**config.mk**
```make
export PLATFORM = sky130hd
export DESIGN_NAME = multi_channel_silence_watchdog
export DESIGN_NICKNAME = d
export VERILOG_FILES = /design/src/design/mcsw_pkg.sv /design/src/design/mcsw_cell.sv /design/src/design/mcsw_evt_buf.sv /design/src/design/multi_channel_silence_watchdog.sv
export SDC_FILE = /design/constraint.sdc
export NUM_CORES = 2
export LEC_CHECK = 0
export CAP_MARGIN = 20
export CORE_UTILIZATION = 35
export DETAILED_ROUTE_END_ITERATION = 7
export DONT_BUFFER_PORTS = 1
export SLEW_MARGIN = 25
export SYNTH_ARGS = -nofsm -noshare
export SYNTH_HDL_FRONTEND = slang
export SYNTH_SLANG_ARGS = --single-unit
export TNS_END_PERCENT = 100
```
**constraint.sdc**
```tcl
create_clock -name clk_i -period 13.4 [get_ports clk_i]
set_input_delay 0 -clock clk_i [delete_from_list [all_inputs] [get_ports clk_i]]
set_output_delay 0 -clock clk_i [all_outputs]
set_load 0.05 [all_outputs]
```
**src/design/mcsw_pkg.sv**
```systemverilog
// shared types and constants of the multi-channel silence watchdog
package mcsw_pkg;

  localparam logic [63:0] THRESHOLD_RESET = 64'd3000000000;

  localparam logic REQ_SAMPLE = 1'b0;
  localparam logic REQ_EPOCH  = 1'b1;

  localparam logic EVT_SILENT  = 1'b0;
  localparam logic EVT_RESUMED = 1'b1;

  typedef enum logic [1:0] {
    ST_IDLE,
    ST_UPDATE,
    ST_SWEEP,
    ST_FLUSH
  } state_e;

  // one channel's tracking state
  typedef struct packed {
    logic        silent;
    logic [63:0] last_seen;
  } cell_t;

  typedef struct packed {
    logic        kind;
    logic [3:0]  channel;
    logic [63:0] time_ns;
    logic [63:0] gap;
    logic [31:0] epoch;
  } evt_t;

  typedef struct packed {
    logic evt_ready;
    logic pend_valid;
  } buf_stat_t;

endpackage

```
**src/design/mcsw_cell.sv**
```systemverilog
// one channel cell of the rotating state ring
module mcsw_cell (
  input  logic           clk_i,
  input  logic           rst_ni,
  input  logic           clear_i,
  input  logic           shift_i,
  input  mcsw_pkg::cell_t shift_in_i,
  input  logic           wr_i,
  input  logic [63:0]    wr_time_i,
  output mcsw_pkg::cell_t state_o
);
  import mcsw_pkg::*;

  cell_t state_q, state_d;

  always_comb begin
    state_d = state_q;
    if (clear_i) begin
      state_d = '0;
    end else if (shift_i) begin
      state_d = shift_in_i;
    end else if (wr_i) begin
      state_d.silent    = 1'b0;
      state_d.last_seen = wr_time_i;
    end
  end

  always_ff @(posedge clk_i or negedge rst_ni) begin
    if (!rst_ni) begin
      state_q <= '0;
    end else begin
      state_q <= state_d;
    end
  end

  assign state_o = state_q;

endmodule

```
**src/design/mcsw_evt_buf.sv**
```systemverilog
// one-event holding stage plus output register, tags the last event of a run
module mcsw_evt_buf (
  input  logic               clk_i,
  input  logic               rst_ni,
  input  logic               push_i,
  input  mcsw_pkg::evt_t     evt_i,
  input  logic               flush_i,
  output mcsw_pkg::buf_stat_t stat_o,
  output logic               out_valid_o,
  input  logic               out_ready_i,
  output mcsw_pkg::evt_t     out_evt_o,
  output logic               out_last_o
);
  import mcsw_pkg::*;

  logic pend_q, pend_d;
  evt_t pend_evt_q;
  logic out_valid_q, out_valid_d;
  evt_t out_evt_q;
  logic out_last_q;
  logic out_free;
  logic move;

  assign out_free = !out_valid_q || out_ready_i;
  // held event leaves once a successor shows up or the run ends
  assign move     = pend_q && out_free && (push_i || flush_i);

  always_comb begin
    pend_d = pend_q;
    if (push_i) begin
      pend_d = 1'b1;
    end else if (move) begin
      pend_d = 1'b0;
    end
    out_valid_d = out_valid_q;
    if (move) begin
      out_valid_d = 1'b1;
    end else if (out_ready_i) begin
      out_valid_d = 1'b0;
    end
  end

  always_ff @(posedge clk_i or negedge rst_ni) begin
    if (!rst_ni) begin
      pend_q      <= 1'b0;
      out_valid_q <= 1'b0;
    end else begin
      pend_q      <= pend_d;
      out_valid_q <= out_valid_d;
    end
  end

  always_ff @(posedge clk_i) begin
    if (push_i) begin
      pend_evt_q <= evt_i;
    end
    if (move) begin
      out_evt_q  <= pend_evt_q;
      out_last_q <= !push_i;
    end
  end

  assign stat_o.evt_ready  = !pend_q || out_free;
  assign stat_o.pend_valid = pend_q;
  assign out_valid_o       = out_valid_q;
  assign out_evt_o         = out_evt_q;
  assign out_last_o        = out_last_q;

endmodule

```
**src/design/multi_channel_silence_watchdog.sv**
```systemverilog
// A sample is taken in idle, then passes the update state, a sweep over all CHANNELS cells
// and the flush state. A sample that emits events stays in flush until its held event has
// moved on, and output stalls can hold the update, the sweep and the flush. The sweep rotates
// the ring of channel cells by one cell a cycle past the head checker while no silent event
// waits for room. An epoch item is taken in idle and produces no transfer on the output.
// Reset clears all channels and loads the default silence threshold; no clearing pass.
module multi_channel_silence_watchdog #(
  parameter int CHANNELS = 16
) (
  input  logic        clk_i,
  input  logic        rst_ni,
  input  logic        cfg_we_i,
  input  logic [63:0] cfg_wdata_i,
  input  logic        in_valid_i,
  output logic        in_ready_o,
  input  logic        req_type_i,
  input  logic [3:0]  channel_i,
  input  logic        tracked_i,
  input  logic [63:0] sample_time_i,
  input  logic [31:0] run_epoch_i,
  output logic        out_valid_o,
  input  logic        out_ready_i,
  output logic        event_kind_o,
  output logic [3:0]  event_channel_o,
  output logic [63:0] event_time_o,
  output logic [63:0] gap_ns_o,
  output logic [31:0] event_epoch_o,
  output logic        last_of_run_o
);
  import mcsw_pkg::*;

  localparam int IDX_W = (CHANNELS > 1) ? $clog2(CHANNELS) : 1;
  localparam logic [IDX_W-1:0] IDX_LAST = IDX_W'(CHANNELS - 1);

  state_e          state_q, state_d;
  logic [63:0]     thr_q;
  logic [3:0]      ch_q;
  logic            trk_q;
  logic [63:0]     now_q;
  logic [31:0]     ep_q;
  logic [IDX_W-1:0] idx_q, idx_d;
  logic [IDX_W+3:0] idx_ext;

  cell_t           cells [CHANNELS];
  cell_t           head_upd;
  cell_t           sel_cell;
  logic [CHANNELS-1:0] sel;
  logic            in_range;
  logic [64:0]     diff;
  logic            hit;
  logic            need_resume;
  logic            accept;

  logic            clear;
  logic            upd_go;
  logic            shift;
  logic            push;
  logic            flush;
  logic            step_done;
  evt_t            evt;
  evt_t            out_evt;
  buf_stat_t       buf_stat;

  assign accept = in_valid_i && in_ready_o;

  // cell at fixed position j holds channel j whenever the ring is at rest
  always_comb begin
    sel_cell = '0;
    for (int j = 0; j < CHANNELS; j++) begin
      sel[j] = ({3'b000, ch_q} == 7'(j));
      if (sel[j]) begin
        sel_cell = sel_cell | cells[j];
      end
    end
  end
  assign in_range    = |sel;
  assign need_resume = trk_q && in_range && sel_cell.silent;

  // head check: not yet silent, seen before, later than last seen and quiet long enough
  assign diff = {1'b0, now_q} - {1'b0, cells[0].last_seen};
  assign hit  = !cells[0].silent && (cells[0].last_seen != 64'd0) && !diff[64]
                && (diff[63:0] != 64'd0) && (diff[63:0] >= thr_q);

  assign head_upd.silent    = cells[0].silent | hit;
  assign head_upd.last_seen = cells[0].last_seen;

  assign idx_ext = {4'b0000, idx_q};

  genvar g;
  generate
    for (g = 0; g < CHANNELS; g++) begin : g_cell
      cell_t nb;
      if (g == CHANNELS - 1) begin : g_tail
        assign nb = head_upd;
      end else begin : g_mid
        assign nb = cells[g+1];
      end
      mcsw_cell u_cell (
        .clk_i      (clk_i),
        .rst_ni     (rst_ni),
        .clear_i    (clear),
        .shift_i    (shift),
        .shift_in_i (nb),
        .wr_i       (upd_go && sel[g]),
        .wr_time_i  (now_q),
        .state_o    (cells[g])
      );
    end
  endgenerate

  // next state
  always_comb begin
    state_d = state_q;
    unique case (state_q)
      ST_IDLE: begin
        if (accept && (req_type_i == REQ_SAMPLE)) begin
          state_d = ST_UPDATE;
        end
      end
      ST_UPDATE: begin
        if (step_done) begin
          state_d = ST_SWEEP;
        end
      end
      ST_SWEEP: begin
        if (shift && (idx_q == IDX_LAST)) begin
          state_d = ST_FLUSH;
        end
      end
      ST_FLUSH: begin
        if (!buf_stat.pend_valid) begin
          state_d = ST_IDLE;
        end
      end
      default: state_d = ST_IDLE;
    endcase
  end

  // outputs of the controller
  always_comb begin
    in_ready_o = 1'b0;
    clear      = 1'b0;
    upd_go     = 1'b0;
    shift      = 1'b0;
    push       = 1'b0;
    flush      = 1'b0;
    step_done  = 1'b0;
    evt.kind    = EVT_SILENT;
    evt.channel = idx_ext[3:0];
    evt.time_ns = now_q;
    evt.gap     = diff[63:0];
    evt.epoch   = ep_q;
    unique case (state_q)
      ST_IDLE: begin
        in_ready_o = 1'b1;
        clear      = in_valid_i && (req_type_i == REQ_EPOCH);
      end
      ST_UPDATE: begin
        evt.kind    = EVT_RESUMED;
        evt.channel = ch_q;
        evt.gap     = now_q - sel_cell.last_seen;
        if (need_resume) begin
          push      = buf_stat.evt_ready;
          upd_go    = buf_stat.evt_ready;
          step_done = buf_stat.evt_ready;
        end else begin
          upd_go    = trk_q && in_range;
          step_done = 1'b1;
        end
      end
      ST_SWEEP: begin
        if (hit) begin
          push  = buf_stat.evt_ready;
          shift = buf_stat.evt_ready;
        end else begin
          shift = 1'b1;
        end
      end
      ST_FLUSH: begin
        flush = 1'b1;
      end
      default: begin
        in_ready_o = 1'b0;
      end
    endcase
  end

  always_comb begin
    idx_d = idx_q;
    if (state_q == ST_UPDATE) begin
      idx_d = '0;
    end else if (shift) begin
      idx_d = IDX_W'(idx_q + 1'b1);
    end
  end

  always_ff @(posedge clk_i or negedge rst_ni) begin
    if (!rst_ni) begin
      state_q <= ST_IDLE;
      thr_q   <= THRESHOLD_RESET;
      idx_q   <= '0;
    end else begin
      state_q <= state_d;
      idx_q   <= idx_d;
      if (cfg_we_i) begin
        thr_q <= cfg_wdata_i;
      end
    end
  end

  // sample fields held for the whole run
  always_ff @(posedge clk_i) begin
    if (accept) begin
      ch_q  <= channel_i;
      trk_q <= tracked_i;
      now_q <= sample_time_i;
      ep_q  <= run_epoch_i;
    end
  end

  mcsw_evt_buf u_evt_buf (
    .clk_i       (clk_i),
    .rst_ni      (rst_ni),
    .push_i      (push),
    .evt_i       (evt),
    .flush_i     (flush),
    .stat_o      (buf_stat),
    .out_valid_o (out_valid_o),
    .out_ready_i (out_ready_i),
    .out_evt_o   (out_evt),
    .out_last_o  (last_of_run_o)
  );

  assign event_kind_o    = out_evt.kind;
  assign event_channel_o = out_evt.channel;
  assign event_time_o    = out_evt.time_ns;
  assign gap_ns_o        = out_evt.gap;
  assign event_epoch_o   = out_evt.epoch;

endmodule

```
==> impl_results.html <==
<table>
<tr><th>Metric</th><th>Value</th></tr>
<tr><th colspan="2">Yosys</th></tr>
<tr><td>Mapped Nets</td><td>about 9500</td></tr>
<tr><td>Post-synthesis sequential area ratio</td><td>roughly 46%</td></tr>
<tr><td>Fraction of registers with async set or reset after synthesis</td><td>between 70 and 80%</td></tr>
<tr><td>Primary FF master, synth</td><td>dfrtp_1</td></tr>
<tr><td>Post-synth top area share</td><td>30.9%</td></tr>
<tr><td>Number of flops mapped to enable cells by yosys</td><td>432</td></tr>
<tr><td>Cell type with the highest aggregate area in the netlist</td><td>dfrtp_1</td></tr>
<tr><td>Flop and latch count out of synthesis</td><td>approximately 1500</td></tr>
<tr><td>Combined area of all synthesized cells</td><td>slightly below 0.09 mm^2</td></tr>
<tr><td>Mean post-synth cell area</td><td>just under 10 um^2</td></tr>
<tr><td>Ys Warns</td><td>0</td></tr>
<tr><td>Area contributors post-synth</td><td>dfrtp_1, edfxtp_1, mux2i_1</td></tr>
<tr><td>Post-synthesis instance total</td><td>slightly above 9000</td></tr>
<tr><td>Count of cell types in the netlist</td><td>a little under 90</td></tr>
<tr><th colspan="2">Route</th></tr>
<tr><td>Antenna-violating nets left</td><td>0</td></tr>
<tr><td>Count of unresolved DRC violations after routing</td><td>0</td></tr>
<tr><td>Vias per inst</td><td>about 6.3</td></tr>
<tr><td>Total via count after detailed routing</td><td>78200</td></tr>
<tr><td>Drt first-iter violations</td><td>11300</td></tr>
<tr><td>Average wire per cell in the routed design</td><td>about 28 um</td></tr>
<tr><td>Wire length after detailed routing</td><td>between 300000 and 400000 um</td></tr>
<tr><td>Pre-antenna DRT Iters</td><td>7</td></tr>
<tr><th colspan="2">Timing</th></tr>
<tr><td>Setup Skew</td><td>just under 80 ps</td></tr>
<tr><td>Final-report max-slew violation count</td><td>0</td></tr>
<tr><td>Total negative slack</td><td>0 ps</td></tr>
<tr><td>Final Hold Vio Count</td><td>0</td></tr>
<tr><td>Crit share post-route</td><td>between 70 and 80%</td></tr>
<tr><td>Worst slew margin relative to its limit</td><td>around 20%</td></tr>
<tr><td>Top achievable clock speed</td><td>around 96 MHz</td></tr>
<tr><td>Number of endpoints failing setup at the final stage</td><td>0</td></tr>
<tr><td>Worst Tran Pin Value</td><td>around 1200 ps</td></tr>
<tr><td>Setup repair after global routing missed its margin</td><td>false</td></tr>
<tr><td>Fin crit period</td><td>around 10000 ps</td></tr>
<tr><th colspan="2">Die</th></tr>
<tr><td>Number of standard-cell rows in the floorplan</td><td>184</td></tr>
<tr><td>Top Ports</td><td>339</td></tr>
<tr><td>Core Region</td><td>between 0.2 and 0.3 mm^2</td></tr>
<tr><td>DIE AREA</td><td>about 0.26 mm^2</td></tr>
<tr><td>Width of the die</td><td>~510 um</td></tr>
<tr><td>Die height</td><td>506 um</td></tr>
<tr><td>Starting density of the core</td><td>a little over a third</td></tr>
<tr><th colspan="2">GRT</th></tr>
<tr><td>Aggregate global routing overflow</td><td>0</td></tr>
<tr><td>Initial antenna violation count</td><td>19</td></tr>
<tr><td>Global-route wire length before repair</td><td>between 500000 and 600000 um</td></tr>
<tr><td>GR peak layer</td><td>met2</td></tr>
<tr><td>Maximum number of pins on one net before global-route repair</td><td>329</td></tr>
<tr><td>Grt met3 use</td><td>around 5.4%</td></tr>
<tr><td>Met1 capacity usage during global routing</td><td>a little under two fifths</td></tr>
<tr><td>Global-route usage over all layers</td><td>~26%</td></tr>
<tr><td>Routing usage on met2</td><td>a little under 40%</td></tr>
<tr><td>Via count of the first global-routing pass</td><td>about 74000</td></tr>
<tr><th colspan="2">Critical path</th></tr>
<tr><td>Worst Setup EP</td><td>u_evt_buf.pend_evt_q[138]</td></tr>
<tr><td>Worst setup SP type</td><td>flop</td></tr>
<tr><td>Worst setup path startpoint</td><td>now_q[3]</td></tr>
<tr><td>Critical path endpoint category</td><td>flop</td></tr>
<tr><td>Reg2Reg Depth</td><td>20</td></tr>
<tr><td>Data required time of the critical path</td><td>13830 ps</td></tr>
<tr><td>Setup Crit Path Kind</td><td>reg -&gt; reg</td></tr>
<tr><td>Launch point of the worst reg-to-reg path</td><td>now_q[3]</td></tr>
<tr><td>Crit Reg-Reg Endpoint</td><td>u_evt_buf.pend_evt_q[138]</td></tr>
<tr><td>Slack of the worst reg-to-reg path</td><td>approximately 3000 ps</td></tr>
<tr><td>Arrival time reported for the critical path endpoint</td><td>10840 ps</td></tr>
<tr><td>Critical Path Fanout Max</td><td>85</td></tr>
<tr><th colspan="2">Power</th></tr>
<tr><td>Power consumption</td><td>23.9 mW</td></tr>
<tr><td>Largest vdd supply drop</td><td>around 170 uV</td></tr>
<tr><td>Power per standard cell area</td><td>approximately 230 mW/mm^2</td></tr>
<tr><td>Leak pwr</td><td>45.0 nW</td></tr>
<tr><th colspan="2">CTS</th></tr>
<tr><td>Cell at the root of the clock tree</td><td>clkbuf_16</td></tr>
<tr><td>TritonCTS clock tree</td><td>yes</td></tr>
<tr><td>Inserted Clock Buffers</td><td>180</td></tr>
<tr><td>Number of clock sinks</td><td>between 1500 and 2000</td></tr>
<tr><td># resized after CTS</td><td>0</td></tr>
<tr><td>Clock transition time at the flip-flop clock pins of the worst setup and hold paths</td><td>roughly 60 ps</td></tr>
<tr><td>Worst-Skew Late Latency</td><td>slightly below 900 ps</td></tr>
<tr><td>Max clock buf depth</td><td>3</td></tr>
<tr><td>Clock H-tree levels</td><td>4</td></tr>
<tr><th colspan="2">Cells and area</th></tr>
<tr><td>Area growth from synthesis to layout</td><td>14.5%</td></tr>
<tr><td>Layout filler cell count</td><td>24000</td></tr>
<tr><td>Combined area of the multi-input logic cells</td><td>0.0441 mm^2</td></tr>
<tr><td>Layout cell share with drive strength beyond 1</td><td>between 8 and 9%</td></tr>
<tr><td>Net count of the finished layout</td><td>a little over 9000</td></tr>
<tr><td>FF/Latch Area</td><td>slightly above 0.04 mm^2</td></tr>
<tr><th colspan="2">Place</th></tr>
<tr><td>Hpwl dp</td><td>205000 um</td></tr>
<tr><td>Routability-driven placement congestion ratio</td><td>0.954</td></tr>
<tr><td>Number of buffers added on ports</td><td>0</td></tr>
<tr><th colspan="2">Job</th></tr>
<tr><td>Number of max-cap violations</td><td>0</td></tr>
<tr><th colspan="2">Min path</th></tr>
<tr><td>Class of the tightest hold or removal check</td><td>in -&gt; async</td></tr>
<tr><th colspan="2">Run status</th></tr>
<tr><td>Result of the run</td><td>completed</td></tr>
</table>
==> Yosys cell counts, drive strengths merged, types with 7 or more instances <==
cell and number:
nand2 248, a2111oi 7, a21oi 1122, ha 196
a311oi 99, buf 97, a211oi 34, mux2i 971
o21a 18, inv 209, nand4b 17, dfstp 12
or3 941, xor2 32, a21o 88, and3 17
edfxtp 432, o31ai 19, and4 18, a31oi 23
o21ai 1132, o21bai 21, nor3 126, clkbuf 831
nor2b 13, a221oi 138, a22o 131, nand3 161
nor2 192, a21boi 7, nor4 36, xnor2 60
or2 11, a22oi 261, nand4 39, nand2b 17
o211ai 12, and2 20, dfrtp 1100, mux2 96
==> metrics by stage <==
stage               cell area [um^2]  hold slack, ps  util [%]  worst slack (ps)  std cells
floorplan                      89000            -296         -              3990       9098
global placement               91600            76.2      36.3              2940      11700
detailed placement             91700            79.1      36.4              2880      11700
CTS                           102000            70.9      40.4              2780      12400
global route                  102000             151      40.4              2740      12500
finish                        102000            49.0      40.4              2990      12500
==> critical path, stage by stage (launching register included) <==
cell and delay [ps]:
edfxtp_1 880, ha_1 440, a211oi_2 110, o31ai_1 670, nand3_1 210, a311oi_1 910
o21ai_0 270, a211oi_2 630, ha_1 240, nand2_1 80, a2111oi_1 670, nand3_1 340
a211oi_1 560, a311oi_1 270, o2bb2ai_1 400, o41ai_1 620, and3_1 430, a41o_1 340
and2_4 760, buf_12 350, buf_16 350
==> registers in the layout (all words and copies together) (netlist names) <==
name / flops
g_cell.u_cell.state_o: 1040
u_evt_buf.out_evt_o: 165
u_evt_buf.pend_evt_q: 165
now_q: 64
thr_q: 64
ep_q: 32
ch_q: 4
idx_q: 4
state_q: 2
trk_q: 1
u_evt_buf.out_last_o: 1
u_evt_buf.out_valid_o: 1
u_evt_buf.pend_q: 1
==> layout by cell type, fill, tap and decap left out, drive strengths merged, types with 32 or more instances in the layout <==
cell type,instances
clkbuf,246
mux2i,971
nand3,161
a311oi,99
dlygate4sd3,398
nand2,248
ha,196
a22oi,261
edfxtp,432
nand4,39
a211oi,34
clkinv,57
buf,205
dfrtp,1100
xnor2,60
a22o,131
a21o,88
nor2,192
o21ai,1132
xor2,32
or3,941
nor3,126
a221oi,138
a21oi,1122
mux2,96
nor4,36
inv,217
==> layer usage <==
layer / vias to the layer above / share of wire (%) / wire length [um]
li1: 33800 / - / -
met1: 39300 / 43 / 148000
met2: 4177 / 43 / 149000
met3: 818 / 10 / 34600
met4: 14 / 3.9 / 13500
met5: - / 0.026 / 91
==> how the worst min path moves through the flow <==
stage                                         end  slack [ps]  cells past startpoint
CTS                              u_evt_buf.pend_q          70                      4
global route        g_cell[15].u_cell.state_o[28]         150                      3
detailed placement                      thr_q[28]          80                      1
finish              g_cell[15].u_cell.state_o[28]          50                      3
floorplan             g_cell[0].u_cell.state_o[0]        -300                      0
global placement                        thr_q[29]          80                      1
==> logic make-up after synthesis <==
kind of cell / count (synthesis) / share of synthesized area, %
XOR/XNOR: 92 / 0.905
AO/OA/AOI/OAI: 3180 / 21.6
AND/OR/NAND/NOR: 1879 / 11.7
flip-flops: 1544 / 45.8
buffers and inverters: 1138 / 4.96
multiplexers: 1067 / 12.1
adder cells (fa/ha/maj): 198 / 2.80
==> report_power, final <==
group / switching, mW / internal, mW / total, mW
clock network: 2.22 / 2.88 / 5.10
logic: 6.75 / 3.75 / 10.5
registers: 1.62 / 6.73 / 8.34
==> timing repair <==
action / 4_1_cts / 5_1_grt
endpoints found under the hold margin: 549 / 0
buffers inserted: 0 / 0
hold buffers: 400 / 0
==> layout make-up <==
cell class                      count  share of cell area [%]
Antenna cell                        5                  0.0123
Clock buffer                      246                    4.93
Clock inverter                     87                    1.00
Inverter                          210                   0.773
Multi-Input combinational cell   6416                    43.3
Sequential cell                  1544                    40.0
Tap cell                         3348                    4.11
Timing Repair Buffer              603                    5.85
No activity file was read; power rests on OpenSTA's default activity.
